==> src/hw/rtl/blu4_pkg.sv <==
// ----------------------------------------------------------------------------
// blu4_pkg
// Shared sizes, codes and types of the 4x bilinear upscaler.
// ----------------------------------------------------------------------------
package blu4_pkg;

   localparam int SRC_ROWS   = 24;
   localparam int SRC_COLS   = 32;
   localparam int PIXEL_BITS = 16;

   localparam int FRAME_SIZE = SRC_ROWS * SRC_COLS;
   localparam int ADDR_BITS  = 10;
   localparam int POS_BITS   = 7;
   localparam int KIND_BITS  = 2;

   localparam logic [POS_BITS-1:0] FAST_END = POS_BITS'(4 * (SRC_ROWS - 1));
   localparam logic [POS_BITS-1:0] SLOW_END = POS_BITS'(4 * (SRC_COLS - 1));

   localparam logic [KIND_BITS-1:0] KIND_WRITE   = 2'd0;
   localparam logic [KIND_BITS-1:0] KIND_REQUEST = 2'd1;
   localparam logic [KIND_BITS-1:0] KIND_RESTART = 2'd2;

   // operands of one pass through the interpolation unit
   typedef struct packed {
      logic [PIXEL_BITS-1:0] near_val;
      logic [PIXEL_BITS-1:0] far_val;
      logic [1:0]            frac;
   } lerp_op_type;

endpackage

==> src/hw/rtl/blu4_lerp.sv <==
// ----------------------------------------------------------------------------
// blu4_lerp
// Quarter-step linear interpolation built from truncating shifts.
// ----------------------------------------------------------------------------
module blu4_lerp
   import blu4_pkg::*;
(
   input  lerp_op_type           op,
   output logic [PIXEL_BITS-1:0] result
);

   logic [2:0]            near_q;
   logic [2:0]            far_q;
   logic [PIXEL_BITS-1:0] near_w;
   logic [PIXEL_BITS-1:0] far_w;
   logic [PIXEL_BITS:0]   sum;

   function automatic logic [PIXEL_BITS-1:0] weigh(input logic [PIXEL_BITS-1:0] v,
                                                   input logic [2:0] quarters);
      logic [PIXEL_BITS-1:0] w;
      case (quarters)
         3'd1:    w = v >> 2;
         3'd2:    w = v >> 1;
         3'd3:    w = (v >> 1) + (v >> 2);
         3'd4:    w = v;
         default: w = '0;
      endcase
      return w;
   endfunction

   always_comb begin
      far_q  = {1'b0, op.frac};
      near_q = 3'd4 - far_q;
      near_w = weigh(op.near_val, near_q);
      far_w  = weigh(op.far_val, far_q);
      sum    = {1'b0, near_w} + {1'b0, far_w};
      // equal neighbors pass through untouched
      if (op.near_val == op.far_val) begin
         result = op.near_val;
      end else begin
         result = sum[PIXEL_BITS-1:0];
      end
   end

endmodule

==> config.mk <==
export PLATFORM = sky130hd
export DESIGN_NAME = blu4_lerp
export DESIGN_NICKNAME = d
export VERILOG_FILES = /design/src/hw/rtl/blu4_pkg.sv /design/src/hw/rtl/blu4_lerp.sv
export SDC_FILE = /design/constraint.sdc
export NUM_CORES = 1
export LEC_CHECK = 0
export BUFFER_PORTS_ARGS = -buffer_cell sky130_fd_sc_hd__buf_2
export CORE_UTILIZATION = 50
export DETAILED_ROUTE_END_ITERATION = 8
export PLACE_DENSITY = 0.83
export SLEW_MARGIN = 20
export SYNTH_ARGS = -nofsm -noshare
export SYNTH_HDL_FRONTEND = slang
export SYNTH_SLANG_ARGS = --single-unit
==> constraint.sdc <==
create_clock -name vclk -period 3.9
set_clock_uncertainty 0.15 [all_clocks]
set_input_delay 0.195 -clock vclk [all_inputs]
set_output_delay 0.195 -clock vclk [all_outputs]
set_load 0.1 [all_outputs]
### Word-level counts from Yosys, hierarchy flattened

Cells that the tools add are included.

| storage, ports and cells | value |
|---|---|
| bits in registers | 0 |

| operators by class | value |
|---|---|
| eq/ne operators | 8 |
| mux-type cells | 3 |
| add/subtract/negate cells | 4 |

Operator list:

| cell | count |
|---|---|
| $pmux W16 S4 | 1 |
| $pmux W16 S3 | 1 |
| $add A15 B14 Y16 | 2 |
| $add A16 B16 Y16 | 1 |
| $eq A16 B16 Y1 | 1 |
| $mux W16 | 1 |
| $eq A3 B2 Y1 const B | 2 |
| $eq A2 B2 Y1 const B | 2 |
| $eq A3 B1 Y1 const B | 1 |
| $eq A3 B3 Y1 const B | 1 |
| $sub A3 B2 Y3 const A | 1 |
| $eq A2 B1 Y1 const B | 1 |

### Longest topological paths before layout

| depth | value |
|---|---|
| word-level depth | 5 |
| gate-level depth with buffers | 18 |
| depth with buffers taken out | 18 |

### Least setup slack after synthesis

No wires, ideal clock.

| timing path | value |
|---|---|
| kind | input -> output |
| from | in op[19] (netlist bit) |
| to | out result[14] |
| cell stages on the path | 18 |
| slack | -1.376 ns |
| arrival time | 4.931 ns |
| required time | 3.555 ns |
| path through | ha_1 inv_1 fa_1 nor2b_1 o21a_1 o21ai_2 a21oi_2 a41oi_1 xnor2_1 mux4_2 ha_1 a21o_1 a21o_1 a21o_1 a21oi_1 o221ai_1 xnor2_1 mux2i_1 |

| between the ends | value |
|---|---|
| longest elaborated chain between the ends | 4 |
| elaborated cells between the ends (all ways) | 5 |
| those cells by class | 2 x add/sub; 1 x eq/ne; 2 x mux |

Ends and longest elaborated chain:

| element | line | RTL |
|---|---|---|
| from (decl) | blu4_lerp.sv:8 | `input lerp_op_type op,` |
| $add A15 B14 Y16 | blu4_lerp.sv:24 | `3'd3: w = (v >> 1) + (v >> 2);` |
| $pmux W16 S4 | blu4_lerp.sv:21 | `case (quarters)` |
| $add A16 B16 Y16 | blu4_lerp.sv:36 | `sum = {1'b0, near_w} + {1'b0, far_w};` |
| $mux W16 (*) | blu4_lerp.sv:38 | `if (op.near_val == op.far_val) begin` |
| to (decl) | blu4_lerp.sv:9 | `output logic [PIXEL_BITS-1:0] result` |

Every way passes the cells marked *; elsewhere a longest branch is shown, timed or not.

### Worst setup path after layout

| timing path | value |
|---|---|
| from | in op[21] (netlist bit) |
| to | out result[15] |

The elaborated chain is that of the path after synthesis.

==> summary.md <==
| Metric | Value |
|---|---|
| Status | `finished, violations left` |
| Failing checks | `setup timing` |
| Critical path launch point type | `input port` |
| Mapped Cells | `392` |
| Synth top area share | `18.96%` |
| Worst hold endpoint | `result[14]` |
| 1st-pass router iterations | `5` |
| Io pins | `50` |
| DP HPWL | `7.765 mm` |
| Antenna fix cells | `0` |
| Die width | `79.06 um` |
| Initial Util | `52.95%` |
| CP Data Required Time | `3.56 ns` |
| Syn avg cell area | `7.574 sq um` |
| Maximum VDD drop | `0.3689 mV` |
| DRT antenna net count | `0` |
| Count of final setup violators | `8` |
| Cell Rows | `27` |
| Seq_cells | `0` |
| Layout Nets | `589` |
| DRT Wirelength | `12.01 mm` |
| Critical path arrival | `3.86 ns` |
| Pwr dens | `446.7 nW/um^2` |
| Synth top cells by count | `ha_1 (45), nand2_1 (41), a21oi_1 (35)` |
| Hold Vio Cnt, Final | `0` |
| Worst hold-check path type | `input port to primary output` |
| Syn Nets | `474` |
| Max-cap viol count | `0` |
| Iteration-0 DRC Markers | `392` |
| Layout cell share with drive strength beyond 1 | `40.79%` |
| First-pass GRT wire length | `17.00 mm` |
| Hold wc startpoint | `op[32]` |
| Final worst path period need | `4.202 ns` |
| Final worst slack | `-0.3025 ns` |
| Final Total Pwr | `2.013 mW` |
| Seq/Total Area, Yosys | `0%` |
| Port bufs | `50` |
| Grt total ovfl | `0` |
| Total number of vias | `3912` |
| Fmax achieved | `238.0 MHz` |
| Core area | `5608 sq um` |
| Yosys cell types | `58` |
| CLK BUF | `0` |
| Fillers | `344` |
| Gpl congestion | `0.9275` |
| Placed Cells | `562` |
| DIE HEIGHT | `79.06 um` |
| Multi-input logic area | `3264 sq um` |
| Fin cells | `577` |
| Largest net degree at the start of global routing | `34` |
| Post-synth top area cell | `ha_1` |
| Count leader, synth | `ha_1` |
| Die area | `6250 sq um` |
| Setup CP Type | `input port to primary output` |
| WL/cell | `20.81 um` |
| Ranking of synthesized cells by area | `ha_1 (19%), mux4_2 (9.9%), xor2_1 (7.1%)` |
| Max Slew Vio Count | `0` |
| Leak pwr | `2.069 nW` |
| Worst slew margin | `56.75%` |
| Reg area | `0 sq um` |
| Drc violations | `0` |
| Kind of end point of the critical path | `primary output` |
| Post-DP Area | `4061 sq um` |
| Total global-route track usage | `33.93%` |
| Setup WS pre-CTS | `-0.3373 ns` |
| Layout area overhead | `51.75%` |
| Worst Tran Pin Value | `0.6419 ns` |
| Initial antenna violation count | `0` |
| Hold depth | `4` |
| Final Instance Area | `4506 sq um` |
| Post-Syn Area | `2969 sq um` |
| Vias in the first global route | `3621` |
| RSZ-0062 raised after global routing | `true` |
| Warnings, synthesis | `0` |
| Fin crit share | `107.8%` |
| Crit-path max FO | `4` |
| Vias per inst | `6.780` |
-- worst max path at each step --
| stage | slack (ns) | depth (start not counted) | end | start |
|---|---|---|---|---|
| global placement | -0.24 | 20 | result[14] | op[19] |
| finish | -0.30 | 17 | result[15] | op[21] |
| detailed placement | -0.34 | 19 | result[15] | op[20] |
| global route | -0.45 | 20 | result[14] | op[19] |
| floorplan | -0.21 | 18 | result[14] | op[19] |
| CTS | -0.18 | 20 | result[15] | op[19] |
-- worst max-delay path: stages --
cell	delay, ns
buf_2	0.14
ha_4	0.24
buf_4	0.14
o211ai_1	0.23
o21ai_2	0.12
o211a_1	0.25
nor2_1	0.17
xnor2_1	0.12
mux4_2	0.51
ha_1	0.39
a21o_1	0.22
a21o_1	0.19
a21oi_4	0.21
o221ai_4	0.15
xnor2_2	0.17
a21oi_4	0.21
buf_12	0.19
-- per-stage QoR --
stage	utilization [%]	hold slack (ns)	setup TNS [ns]
4_1_cts	77.80	0.7825	-0.3910
5_1_grt	80.34	0.8086	-2.555
6_report	80.34	0.7952	-1.630
3_5_place_dp	72.42	0.7847	-1.571
3_3_place_gp	72.42	0.7738	-0.7597
2_1_floorplan	-	0.5498	-0.5369
-- power by group --
part / switching, mW / internal, mW / leakage, nW
clock: 0 / 0 / 0
sequential: 0 / 0 / 0
combinational: 1.20 / 0.808 / 2.07
-- logic make-up (layout without fill, tap and decap cells) --
logic type | after synthesis | in the layout | synth area share (%)
xor gates and xnor gates | 47 | 47 | 13.86
and+or+nand+nor | 106 | 106 | 16.56
AOI/OAI and AO/OA | 133 | 133 | 29.96
muxes | 26 | 26 | 14.54
buffers and inverters | 32 | 145 | 4.088
adders and majority gates | 48 | 48 | 20.99
-- routing by layer --
layer / routed length, um / vias up / track usage, %
met4: 794 / 0 / 10.18
met1: 4424 / 1804 / 40.70
met5: 0 / - / 0
met2: 5714 / 287 / 63.71
li1: - / 1716 / -
met3: 1073 / 105 / 2.414
-- layout by cell type (no fill, tap or decap), types with 9 or more instances in the layout --
| cell | instances |
|---|---|
| buf_4 | 74 |
| nand2_1 | 40 |
| ha_1 | 37 |
| buf_2 | 32 |
| nor2_1 | 26 |
| xor2_1 | 24 |
| o21ai_0 | 22 |
| a21oi_1 | 19 |
| xnor2_1 | 19 |
| inv_1 | 17 |
| a21o_1 | 15 |
| buf_12 | 15 |
| mux4_2 | 13 |
| a21oi_2 | 9 |
-- timing repair --
item	in CTS	in global routing
pin swaps	32	15
hold endpoints to repair	0	0
hold buffers	0	0
gates resized for setup	50	13
buffers inserted	6	9
setup endpoints to repair	8	9
-- area by class of cell --
cell class / count / share of cell area, %
repair buffers: 126 / 23.97
well taps: 72 / 1.999
inverters: 19 / 1.583
multi-input cells: 360 / 72.45
Note: power is estimated with default switching activity, not from simulation.
